==> src/hdl/tsf_pkg.sv <==
`timescale 1ns / 1ps

package tsf_pkg;

    // Default build values.
    localparam int SAMPLES_PER_AXIS_DEF = 15;
    localparam int TRIM_EACH_END_DEF    = 5;
    localparam int SAMPLE_BITS_DEF      = 12;

    // Configuration port.
    localparam int CFG_IDX_W  = 3;
    localparam int CFG_DATA_W = 16;

    localparam logic [CFG_IDX_W-1:0] CFG_MIN_VALID   = 3'd0;
    localparam logic [CFG_IDX_W-1:0] CFG_AGREE_RANGE = 3'd1;
    localparam logic [CFG_IDX_W-1:0] CFG_X_OFFSET    = 3'd2;
    localparam logic [CFG_IDX_W-1:0] CFG_Y_OFFSET    = 3'd3;
    localparam logic [CFG_IDX_W-1:0] CFG_X_SCALE     = 3'd4;
    localparam logic [CFG_IDX_W-1:0] CFG_Y_SCALE     = 3'd5;

    localparam int RAW_W    = 12;
    localparam int SCALE_W  = 16;
    localparam int SCREEN_W = 16;

    localparam logic [RAW_W-1:0]   MIN_VALID_RST   = 12'd100;
    localparam logic [RAW_W-1:0]   AGREE_RANGE_RST = 12'd20;
    localparam logic [RAW_W-1:0]   X_OFFSET_RST    = 12'd449;
    localparam logic [RAW_W-1:0]   Y_OFFSET_RST    = 12'd3962;
    localparam logic [SCALE_W-1:0] X_SCALE_RST     = 16'd13178;
    localparam logic [SCALE_W-1:0] Y_SCALE_RST     = 16'd11304;

    localparam int SCREEN_UNITS = 1000;
    localparam int UNITS_W      = 10;

    // Position in the four-group cycle.
    localparam logic [1:0] GRP_FIRST_X  = 2'd0;
    localparam logic [1:0] GRP_FIRST_Y  = 2'd1;
    localparam logic [1:0] GRP_SECOND_X = 2'd2;
    localparam logic [1:0] GRP_SECOND_Y = 2'd3;

    typedef enum logic [3:0] {
        ST_ACCEPT,
        ST_DRAIN,
        ST_MEAN,
        ST_DECIDE,
        ST_X_GO,
        ST_X_WAIT,
        ST_Y_GO,
        ST_Y_WAIT,
        ST_EMIT
    } t_state;

    typedef struct packed {
        logic load;    // a word is being inserted this cycle
        logic shift;   // chain moves one place toward the tail
        logic below;   // cell index is below the insert position
        logic at_pos;  // cell index equals the insert position
    } t_cell_ctl;

endpackage

==> src/hdl/tsf_cell.sv <==
`timescale 1ns / 1ps

module tsf_cell #(
    parameter int SAMPLE_BITS = tsf_pkg::SAMPLE_BITS_DEF
) (
    input  logic                   i_clk,
    input  tsf_pkg::t_cell_ctl     i_ctl,
    input  logic [SAMPLE_BITS-1:0] i_sample,
    input  logic [SAMPLE_BITS-1:0] i_left_val,
    input  logic                   i_left_gt,
    output logic [SAMPLE_BITS-1:0] o_val,
    output logic                   o_gt
);

    logic [SAMPLE_BITS-1:0] r_val;

    // Only cells already filled in this group take part in the compare.
    assign o_gt  = i_ctl.below && (r_val > i_sample);
    assign o_val = r_val;

    always_ff @(posedge i_clk) begin
        if (i_ctl.shift) begin
            r_val <= i_left_val;
        end else if (i_ctl.load && (i_ctl.below || i_ctl.at_pos)) begin
            if (i_left_gt) begin
                r_val <= i_left_val;
            end else if (o_gt || i_ctl.at_pos) begin
                r_val <= i_sample;
            end
        end
    end

endmodule

==> src/hdl/tsf_div.sv <==
`timescale 1ns / 1ps

module tsf_div #(
    parameter int NUM_W = 22,
    parameter int DEN_W = tsf_pkg::SCALE_W
) (
    input  logic             i_clk,
    input  logic             i_rst_n,
    input  logic             i_start,
    input  logic [NUM_W-1:0] i_num,
    input  logic [DEN_W-1:0] i_den,
    output logic             o_busy,
    output logic             o_done,
    output logic [NUM_W-1:0] o_quot
);

    localparam int CNT_W = $clog2(NUM_W);

    logic             r_busy;
    logic             r_done;
    logic [CNT_W-1:0] r_cnt;
    logic [DEN_W:0]   r_rem;
    logic [NUM_W-1:0] r_quo;
    logic [DEN_W-1:0] r_den;

    logic [DEN_W:0]   w_trial;
    logic             w_bit;
    logic [DEN_W:0]   w_rem_next;

    // Restoring division, one quotient bit per cycle. A zero divisor gives all ones.
    assign w_trial    = {r_rem[DEN_W-1:0], r_quo[NUM_W-1]};
    assign w_bit      = w_trial >= {1'b0, r_den};
    assign w_rem_next = w_bit ? (w_trial - {1'b0, r_den}) : w_trial;

    always_ff @(posedge i_clk) begin
        if (!i_rst_n) begin
            r_busy <= 1'b0;
            r_done <= 1'b0;
            r_cnt  <= '0;
        end else begin
            r_done <= 1'b0;
            if (i_start) begin
                r_busy <= 1'b1;
                r_cnt  <= '0;
            end else if (r_busy) begin
                r_cnt <= r_cnt + 1'b1;
                if (r_cnt == CNT_W'(NUM_W - 1)) begin
                    r_busy <= 1'b0;
                    r_done <= 1'b1;
                end
            end
        end
    end

    always_ff @(posedge i_clk) begin
        if (i_start) begin
            r_rem <= '0;
            r_quo <= i_num;
            r_den <= i_den;
        end else if (r_busy) begin
            r_rem <= w_rem_next;
            r_quo <= {r_quo[NUM_W-2:0], w_bit};
        end
    end

    assign o_busy = r_busy;
    assign o_done = r_done;
    assign o_quot = r_quo;

endmodule

==> src/hdl/touch_sample_trimmed_mean_filter.sv <==
`timescale 1ns / 1ps

// Trimmed-mean touch filter. Samples enter one per cycle, when not stalled, into an
// insertion chain that keeps the current group sorted. After the last sample of a group
// the input stalls while the chain drains through an adder, then the MEAN state turns the
// sum into the mean with a reciprocal multiply and the DECIDE state makes the decision. A
// rejected reading passes through the EMIT state to load the output register. When the
// second Y group ends with an agreeing pair, a bit-serial divider computes the X and then
// the Y screen coordinate, and the EMIT state loads the result. A pending result waits in
// the output register without blocking new samples; only the next result to be loaded
// waits for it to be taken.
module touch_sample_trimmed_mean_filter #(
    parameter int SAMPLES_PER_AXIS = tsf_pkg::SAMPLES_PER_AXIS_DEF,
    parameter int TRIM_EACH_END    = tsf_pkg::TRIM_EACH_END_DEF,
    parameter int SAMPLE_BITS      = tsf_pkg::SAMPLE_BITS_DEF
) (
    input  logic                            i_clk,
    input  logic                            i_rst_n,
    input  logic                            i_cfg_wr_en,
    input  logic [tsf_pkg::CFG_IDX_W-1:0]   i_cfg_index,
    input  logic [tsf_pkg::CFG_DATA_W-1:0]  i_cfg_data,
    input  logic                            i_valid,
    output logic                            o_stall,
    input  logic [SAMPLE_BITS-1:0]          i_sample,
    input  logic                            i_restart,
    output logic                            o_valid,
    input  logic                            i_stall,
    output logic                            o_accepted,
    output logic [tsf_pkg::RAW_W-1:0]       o_x_raw,
    output logic [tsf_pkg::RAW_W-1:0]       o_y_raw,
    output logic [tsf_pkg::SCREEN_W-1:0]    o_x_screen,
    output logic [tsf_pkg::SCREEN_W-1:0]    o_y_screen
);

    localparam int N       = SAMPLES_PER_AXIS;
    localparam int B       = SAMPLE_BITS;
    localparam int PW      = $clog2(N);
    localparam int SUM_W   = B + $clog2(N + 1);
    localparam int CW      = (B > tsf_pkg::RAW_W) ? B : tsf_pkg::RAW_W;
    localparam int NUM_W   = CW + tsf_pkg::UNITS_W;
    localparam int MID_CNT = (2 * TRIM_EACH_END >= N) ? 1 : N - 2 * TRIM_EACH_END;

    // The shift is wide enough that the reciprocal multiply gives the exact
    // truncated quotient for every sum that fits in SUM_W bits.
    localparam int MUL_W   = SUM_W + 1;
    localparam int PROD_W  = SUM_W + MUL_W;
    localparam int MEAN_SH = SUM_W + $clog2(MID_CNT);
    localparam logic [MUL_W-1:0] MEAN_MUL =
        MUL_W'(((longint'(1) << MEAN_SH) + longint'(MID_CNT) - 1) / longint'(MID_CNT));

    // Configuration.
    logic [tsf_pkg::RAW_W-1:0]   r_min_valid;
    logic [tsf_pkg::RAW_W-1:0]   r_agree_range;
    logic [tsf_pkg::RAW_W-1:0]   r_x_offset;
    logic [tsf_pkg::RAW_W-1:0]   r_y_offset;
    logic [tsf_pkg::SCALE_W-1:0] r_x_scale;
    logic [tsf_pkg::SCALE_W-1:0] r_y_scale;

    tsf_pkg::t_state r_state, n_state;

    logic [PW-1:0]    r_pos;
    logic [1:0]       r_group;
    logic [PW-1:0]    r_drn;
    logic [SUM_W-1:0] r_sum;
    logic [B-1:0]     r_mean;
    logic [B-1:0]     r_held_x;
    logic [B-1:0]     r_first_x;
    logic [B-1:0]     r_first_y;

    // Result staging and output register.
    logic                          r_ok;
    logic [B-1:0]                  r_xr;
    logic [B-1:0]                  r_yr;
    logic [tsf_pkg::SCREEN_W-1:0]  r_xs;
    logic [tsf_pkg::SCREEN_W-1:0]  r_ys;
    logic                          r_o_valid;
    logic                          r_o_accepted;
    logic [tsf_pkg::RAW_W-1:0]     r_o_x_raw;
    logic [tsf_pkg::RAW_W-1:0]     r_o_y_raw;
    logic [tsf_pkg::SCREEN_W-1:0]  r_o_x_screen;
    logic [tsf_pkg::SCREEN_W-1:0]  r_o_y_screen;

    logic            w_in_acc;
    logic            w_out_acc;
    logic [PW-1:0]   w_eff_pos;
    logic [1:0]      w_eff_group;
    logic            w_last_pos;
    logic            w_emit_load;

    logic [B-1:0]    w_val [N];
    logic            w_gt  [N];

    logic [PROD_W-1:0]            w_mean_prod;

    logic                         w_div_start;
    logic [NUM_W-1:0]             w_div_num;
    logic [tsf_pkg::SCALE_W-1:0]  w_div_den;
    logic                         w_div_busy;
    logic                         w_div_done;
    logic [NUM_W-1:0]             w_div_quot;
    logic [tsf_pkg::SCREEN_W-1:0] w_div_sat;

    logic            w_low;
    logic            w_far;
    logic [B-1:0]    w_dx;
    logic [B-1:0]    w_dy;
    logic [B:0]      w_x_sum;
    logic [B:0]      w_y_sum;
    logic [CW-1:0]   w_raw_sel;
    logic [CW-1:0]   w_off_sel;
    logic [CW-1:0]   w_dist;
    logic            w_in_window;

    assign w_in_acc    = i_valid && !o_stall;
    assign w_out_acc   = r_o_valid && !i_stall;
    assign w_eff_pos   = i_restart ? '0 : r_pos;
    assign w_eff_group = i_restart ? tsf_pkg::GRP_FIRST_X : r_group;
    assign w_last_pos  = (w_eff_pos == PW'(N - 1));
    assign o_stall     = (r_state != tsf_pkg::ST_ACCEPT);
    assign w_emit_load = (r_state == tsf_pkg::ST_EMIT) && (!r_o_valid || !i_stall);

    // Insertion chain: every cell compares against the incoming word in parallel.
    for (genvar j = 0; j < N; j++) begin : g_cell
        tsf_pkg::t_cell_ctl w_ctl;
        logic [B-1:0]       w_left_val;
        logic               w_left_gt;

        assign w_ctl.load   = w_in_acc;
        assign w_ctl.shift  = (r_state == tsf_pkg::ST_DRAIN);
        assign w_ctl.below  = (32'(w_eff_pos) > j);
        assign w_ctl.at_pos = (32'(w_eff_pos) == j);

        if (j == 0) begin : g_head
            assign w_left_val = '0;
            assign w_left_gt  = 1'b0;
        end else begin : g_body
            assign w_left_val = w_val[j-1];
            assign w_left_gt  = w_gt[j-1];
        end

        tsf_cell #(
            .SAMPLE_BITS (B)
        ) u_cell (
            .i_clk      (i_clk),
            .i_ctl      (w_ctl),
            .i_sample   (i_sample),
            .i_left_val (w_left_val),
            .i_left_gt  (w_left_gt),
            .o_val      (w_val[j]),
            .o_gt       (w_gt[j])
        );
    end

    tsf_div #(
        .NUM_W (NUM_W),
        .DEN_W (tsf_pkg::SCALE_W)
    ) u_div (
        .i_clk   (i_clk),
        .i_rst_n (i_rst_n),
        .i_start (w_div_start),
        .i_num   (w_div_num),
        .i_den   (w_div_den),
        .o_busy  (w_div_busy),
        .o_done  (w_div_done),
        .o_quot  (w_div_quot)
    );

    assign w_div_sat = (|w_div_quot[NUM_W-1:tsf_pkg::SCREEN_W]) ? '1
                                                               : w_div_quot[tsf_pkg::SCREEN_W-1:0];

    assign w_mean_prod = PROD_W'(r_sum) * PROD_W'(MEAN_MUL);

    // The tail of the chain leaves highest first; the window is symmetric.
    assign w_in_window = (32'(r_drn) >= 32'(TRIM_EACH_END)) &&
                         (32'(r_drn) <  32'(N - TRIM_EACH_END));

    assign w_dx    = (r_first_x > r_held_x) ? (r_first_x - r_held_x) : (r_held_x - r_first_x);
    assign w_dy    = (r_first_y > r_mean)   ? (r_first_y - r_mean)   : (r_mean - r_first_y);
    assign w_low   = (CW'(r_held_x) < CW'(r_min_valid)) || (CW'(r_mean) < CW'(r_min_valid));
    assign w_far   = (CW'(w_dx) >= CW'(r_agree_range)) || (CW'(w_dy) >= CW'(r_agree_range));
    assign w_x_sum = {1'b0, r_first_x} + {1'b0, r_held_x};
    assign w_y_sum = {1'b0, r_first_y} + {1'b0, r_mean};

    assign w_raw_sel = (r_state == tsf_pkg::ST_Y_GO) ? CW'(r_yr) : CW'(r_xr);
    assign w_off_sel = (r_state == tsf_pkg::ST_Y_GO) ? CW'(r_y_offset) : CW'(r_x_offset);
    assign w_dist    = (w_raw_sel > w_off_sel) ? (w_raw_sel - w_off_sel)
                                               : (w_off_sel - w_raw_sel);

    always_ff @(posedge i_clk) begin
        if (!i_rst_n) begin
            r_state <= tsf_pkg::ST_ACCEPT;
        end else begin
            r_state <= n_state;
        end
    end

    always_comb begin
        n_state     = r_state;
        w_div_start = 1'b0;
        w_div_num   = '0;
        w_div_den   = r_x_scale;
        case (r_state)
            tsf_pkg::ST_ACCEPT: begin
                if (w_in_acc && w_last_pos) begin
                    n_state = tsf_pkg::ST_DRAIN;
                end
            end
            tsf_pkg::ST_DRAIN: begin
                if (r_drn == PW'(N - 1)) begin
                    n_state = tsf_pkg::ST_MEAN;
                end
            end
            tsf_pkg::ST_MEAN: begin
                n_state = tsf_pkg::ST_DECIDE;
            end
            tsf_pkg::ST_DECIDE: begin
                case (r_group)
                    tsf_pkg::GRP_FIRST_Y: begin
                        n_state = w_low ? tsf_pkg::ST_EMIT : tsf_pkg::ST_ACCEPT;
                    end
                    tsf_pkg::GRP_SECOND_Y: begin
                        n_state = (w_low || w_far) ? tsf_pkg::ST_EMIT : tsf_pkg::ST_X_GO;
                    end
                    default: begin
                        n_state = tsf_pkg::ST_ACCEPT;
                    end
                endcase
            end
            tsf_pkg::ST_X_GO: begin
                w_div_start = 1'b1;
                w_div_num   = NUM_W'(w_dist) * NUM_W'(tsf_pkg::SCREEN_UNITS);
                w_div_den   = r_x_scale;
                n_state     = tsf_pkg::ST_X_WAIT;
            end
            tsf_pkg::ST_X_WAIT: begin
                if (w_div_done) begin
                    n_state = tsf_pkg::ST_Y_GO;
                end
            end
            tsf_pkg::ST_Y_GO: begin
                w_div_start = 1'b1;
                w_div_num   = NUM_W'(w_dist) * NUM_W'(tsf_pkg::SCREEN_UNITS);
                w_div_den   = r_y_scale;
                n_state     = tsf_pkg::ST_Y_WAIT;
            end
            tsf_pkg::ST_Y_WAIT: begin
                if (w_div_done) begin
                    n_state = tsf_pkg::ST_EMIT;
                end
            end
            tsf_pkg::ST_EMIT: begin
                if (!r_o_valid || !i_stall) begin
                    n_state = tsf_pkg::ST_ACCEPT;
                end
            end
            default: begin
                n_state = tsf_pkg::ST_ACCEPT;
            end
        endcase
    end

    // Configuration writes.
    always_ff @(posedge i_clk) begin
        if (!i_rst_n) begin
            r_min_valid   <= tsf_pkg::MIN_VALID_RST;
            r_agree_range <= tsf_pkg::AGREE_RANGE_RST;
            r_x_offset    <= tsf_pkg::X_OFFSET_RST;
            r_y_offset    <= tsf_pkg::Y_OFFSET_RST;
            r_x_scale     <= tsf_pkg::X_SCALE_RST;
            r_y_scale     <= tsf_pkg::Y_SCALE_RST;
        end else if (i_cfg_wr_en) begin
            case (i_cfg_index)
                tsf_pkg::CFG_MIN_VALID:   r_min_valid   <= i_cfg_data[tsf_pkg::RAW_W-1:0];
                tsf_pkg::CFG_AGREE_RANGE: r_agree_range <= i_cfg_data[tsf_pkg::RAW_W-1:0];
                tsf_pkg::CFG_X_OFFSET:    r_x_offset    <= i_cfg_data[tsf_pkg::RAW_W-1:0];
                tsf_pkg::CFG_Y_OFFSET:    r_y_offset    <= i_cfg_data[tsf_pkg::RAW_W-1:0];
                tsf_pkg::CFG_X_SCALE:     r_x_scale     <= i_cfg_data;
                tsf_pkg::CFG_Y_SCALE:     r_y_scale     <= i_cfg_data;
                default: ;
            endcase
        end
    end

    // Sequencing and the held means.
    always_ff @(posedge i_clk) begin
        if (!i_rst_n) begin
            r_pos     <= '0;
            r_group   <= tsf_pkg::GRP_FIRST_X;
            r_drn     <= '0;
            r_held_x  <= '0;
            r_first_x <= '0;
            r_first_y <= '0;
            r_o_valid <= 1'b0;
        end else begin
            if (w_in_acc) begin
                r_group <= w_eff_group;
                r_pos   <= w_last_pos ? '0 : w_eff_pos + 1'b1;
                r_drn   <= '0;
            end
            if (r_state == tsf_pkg::ST_DRAIN) begin
                r_drn <= r_drn + 1'b1;
            end
            if (r_state == tsf_pkg::ST_DECIDE) begin
                case (r_group)
                    tsf_pkg::GRP_FIRST_Y: begin
                        if (w_low) begin
                            r_group <= tsf_pkg::GRP_FIRST_X;
                        end else begin
                            r_first_x <= r_held_x;
                            r_first_y <= r_mean;
                            r_group   <= tsf_pkg::GRP_SECOND_X;
                        end
                    end
                    tsf_pkg::GRP_SECOND_Y: begin
                        r_group <= tsf_pkg::GRP_FIRST_X;
                    end
                    default: begin
                        r_held_x <= r_mean;
                        r_group  <= r_group + 1'b1;
                    end
                endcase
            end
            if (w_emit_load) begin
                r_o_valid <= 1'b1;
            end else if (w_out_acc) begin
                r_o_valid <= 1'b0;
            end
        end
    end

    // Datapath payload.
    always_ff @(posedge i_clk) begin
        if (w_in_acc) begin
            r_sum <= '0;
        end else if ((r_state == tsf_pkg::ST_DRAIN) && w_in_window) begin
            r_sum <= r_sum + SUM_W'(w_val[N-1]);
        end
        if (r_state == tsf_pkg::ST_MEAN) begin
            r_mean <= w_mean_prod[MEAN_SH +: B];
        end
        if (r_state == tsf_pkg::ST_DECIDE) begin
            if ((r_group == tsf_pkg::GRP_SECOND_Y) && !w_low && !w_far) begin
                r_ok <= 1'b1;
                r_xr <= w_x_sum[B:1];
                r_yr <= w_y_sum[B:1];
            end else begin
                r_ok <= 1'b0;
                r_xr <= '0;
                r_yr <= '0;
                r_xs <= '0;
                r_ys <= '0;
            end
        end
        if ((r_state == tsf_pkg::ST_X_WAIT) && w_div_done) begin
            r_xs <= w_div_sat;
        end
        if ((r_state == tsf_pkg::ST_Y_WAIT) && w_div_done) begin
            r_ys <= w_div_sat;
        end
        if (w_emit_load) begin
            r_o_accepted <= r_ok;
            r_o_x_raw    <= tsf_pkg::RAW_W'(r_xr);
            r_o_y_raw    <= tsf_pkg::RAW_W'(r_yr);
            r_o_x_screen <= r_xs;
            r_o_y_screen <= r_ys;
        end
    end

    assign o_valid    = r_o_valid;
    assign o_accepted = r_o_accepted;
    assign o_x_raw    = r_o_x_raw;
    assign o_y_raw    = r_o_y_raw;
    assign o_x_screen = r_o_x_screen;
    assign o_y_screen = r_o_y_screen;

    a_reject_zero: assert property (@(posedge i_clk) disable iff (!i_rst_n)
        (o_valid && !o_accepted) |-> (o_x_raw == '0 && o_y_raw == '0 &&
                                      o_x_screen == '0 && o_y_screen == '0))
        else $error("rejected word carries nonzero coordinates");

    a_div_start_idle: assert property (@(posedge i_clk) disable iff (!i_rst_n)
        w_div_start |-> !w_div_busy)
        else $error("divider started while busy");

    a_group_end_drain: assert property (@(posedge i_clk) disable iff (!i_rst_n)
        (w_in_acc && w_last_pos) |=> (r_state == tsf_pkg::ST_DRAIN && o_stall))
        else $error("group end did not start the drain");

    a_result_from_emit: assert property (@(posedge i_clk) disable iff (!i_rst_n)
        $rose(r_o_valid) |-> ($past(r_state) == tsf_pkg::ST_EMIT))
        else $error("result appeared outside the emit step");

endmodule
==> config.mk <==
export PLATFORM = sky130hd
export DESIGN_NAME = touch_sample_trimmed_mean_filter
export DESIGN_NICKNAME = d
export VERILOG_FILES = /design/src/hdl/tsf_pkg.sv /design/src/hdl/tsf_cell.sv /design/src/hdl/tsf_div.sv /design/src/hdl/touch_sample_trimmed_mean_filter.sv
export SDC_FILE = /design/constraint.sdc
export NUM_CORES = 2
export LEC_CHECK = 0
export BUFFER_PORTS_ARGS = -buffer_cell sky130_fd_sc_hd__buf_2
export CAP_MARGIN = 20
export CORE_UTILIZATION = 54
export DETAILED_ROUTE_END_ITERATION = 10
export GPL_TIMING_DRIVEN = 0
export PLACE_DENSITY = 0.7
export SYNTH_ARGS = -nofsm -noshare
export SYNTH_HDL_FRONTEND = slang
export SYNTH_HIERARCHICAL = 1
export SYNTH_SLANG_ARGS = --single-unit
==> constraint.sdc <==
create_clock -name i_clk -period 11.5 [get_ports i_clk]
set_input_delay 1.15 -clock i_clk [delete_from_list [all_inputs] [get_ports i_clk]]
set_output_delay 1.15 -clock i_clk [all_outputs]
set_load 0.01 [all_outputs]
==> results.yml <==
status:
  status: "finished, final reports clean"
worst_hold_path:
  hold_depth: 0
  whs_endpoint: "o_y_screen[11]$_DFFE_PP_"
  min_from: "r_ys[11]$_SDFFCE_PN0P_"
  hold_path_class: "flop to flop"
floorplan:
  io_pins: 96
  rows: 97
  dieArea_um2: 72400
  coreArea_um2: 70300
  die_y_um: 269
  initial_utilization_pct: 54.8
  die_x_um: 269
worst_setup_path:
  end_kind: "flop"
  r2r_end: "u_div/o_quot[21]$_DFFE_PP_"
  r2r_slack_ns: 1.37
  required_ns: 11.90
  path_max_fanout: 10
  max_stage_delay_ns: 0.72
  r2r_start: "r_state[1]$_SDFFE_PN0P_"
  cp_common_cell: "fa_1"
  worstSetupPathType: "flop to flop"
  ff2ff_path_depth: 29
  worstSetupStartpointType: "flop"
  crit_arrival_ns: 10.52
  crit_slowest_cell: "mux2i_1"
clock_network:
  ctsResizeCount: 0
  cts_tree: "built"
  cts_root_buffer: "clkbuf_16"
  clock_sinks: 514
  htree_num_levels: 2
  clk_pin_slew_ns: 0.07
  post-cts-setup-buffers: 0
  clk_latency_ns: 0.65
  cts_hold_buf: 0
  clockBufferDepth: 3
  cts_buffers: 56
global_routing:
  grt_pass1_wl_um: 144000
  antenna_found_initial: 2
  grt_max_degree: 50
  grt_pass1_vias: 27303
  overflow: 0
  track_usage_pct: 24.5
cells_and_area:
  drive_above_1_share_pct: 13.7
  mostFrequentLayoutCell: "inv_1"
  seqCellArea_um2: 13700
  multiInputGateArea_um2: 22300
  diodes: 0
  design_area_um2: 42400
  stdcell_count: 4947
  area_growth_syn_to_layout_pct: 9.95
  fillCellCount: 5849
  layout.nets: 4644
  final_cell_mix: "548 x inv_1, 520 x ha_1, 344 x edfxtp_1"
placement:
  place_inst: 4841
  dp_hpwl_um: 67900
  dpl_cell_area_um2: 40400
  gp_congestion: 0.950
  numPortBuffers: 94
drt:
  via_per_inst: 5.56
  drc: 0
  wl_per_cell_um: 18.0
  vias: 27507
  ant_nets: 0
  routed_wl_um: 88800
  drt-initial-drc-count: 1720
  dr.pass1.iters: 6
timing:
  rsz0062_at_grt: "false"
  hold_viol: 0
  tightest_slew_ns: 1.05
  drv_slew: 0
  setup_tns_ns: 0
  finClkSkew_ns: 0.0377
  layout_min_cycle_time_ns: 10.13
  finalSetupViolCount: 0
  period_share_pct: 88.0
  fmax_mhz: 98.8
  slew_headroom_pct: 30.1
synth:
  syn-cell-area_um2: 38500
  synthCells: 3774
  yosys_warnings: 6
  syn_area_per_cell_um2: 10.2
run:
  cap_viol_max_count: 0
pwr:
  leakage_nw: 19.0
  power_per_cell_area_nw_per_um2: 172
  vdd_drop_max_mv: 0.384
[routing by layer]
layer	global-route usage [%]	vias up	wire, µm
li1	-	13588	-
met2	42.2	563	42700
met1	32.3	13201	40000
met5	0	-	0
met4	7.91	0	2620
met3	2.58	155	3480
[through the flow]
stage               power, mW  util [%]  setup slack, ns  hold slack, ns
finish                   7.30      60.3             1.37           0.418
global route             7.83      60.3            0.841           0.424
CTS                      7.35      60.3             1.38           0.420
detailed placement       5.43      57.5             1.41           0.405
global placement         5.37      57.3             1.42           0.402
floorplan                4.72         -             3.29           0.400
[worst max path at each step]
| stage | from | endpoint | slack, ns |
|---|---|---|---|
| 2_1_floorplan | r_state[1]$_SDFFE_PN0P_ | u_div/o_quot[21]$_DFFE_PP_ | 3.29 |
| 3_3_place_gp | r_state[1]$_SDFFE_PN0P_ | u_div/o_quot[21]$_DFFE_PP_ | 1.42 |
| 3_5_place_dp | r_state[1]$_SDFFE_PN0P_ | u_div/o_quot[21]$_DFFE_PP_ | 1.41 |
| 4_1_cts | r_state[1]$_SDFFE_PN0P_ | u_div/o_quot[21]$_DFFE_PP_ | 1.38 |
| 5_1_grt | r_state[1]$_SDFFE_PN0P_ | u_div/o_quot[21]$_DFFE_PP_ | 0.84 |
| 6_report | r_state[1]$_SDFFE_PN0P_ | u_div/o_quot[21]$_DFFE_PP_ | 1.37 |
[sequential cells by signal (all words and copies together) (netlist names), 16 cells and up]
register and flops:
g_cell.u_cell/o_val 180, u_div/r_rem 16, u_div/o_quot 22, o_x_screen 16
r_y_scale 16, u_div/r_den 16, r_ys 16, r_xs 16
r_sum 16, o_y_screen 16, r_x_scale 16
[critical path: cells and delay by family, from the launching register on]
kind | cells | cell delay [ns]
fa+ha+maj | 7 | 3.06
flops | 1 | 0.30
compound gates | 8 | 2.17
xor+xnor | 1 | 0.16
mux | 3 | 1.45
buf+inv | 6 | 1.79
simple gates | 4 | 0.93
[report_power, final]
group / internal (mW) / switching (mW)
logic: 1.38 / 1.85
clock network: 1.10 / 0.791
registers: 2.10 / 0.0787
total: 4.58 / 2.72
[area by class of cell]
type | instances | area share (%)
inverter | 551 | 4.88
clock buffer | 68 | 3.49
sequential | 514 | 32.4
buffer | 98 | 1.21
timing repair buffer | 112 | 1.54
clock inverter | 37 | 1.06
tap | 940 | 2.78
multi-input combinational | 2627 | 52.6
No activity file was read; power rests on OpenSTA's default activity.
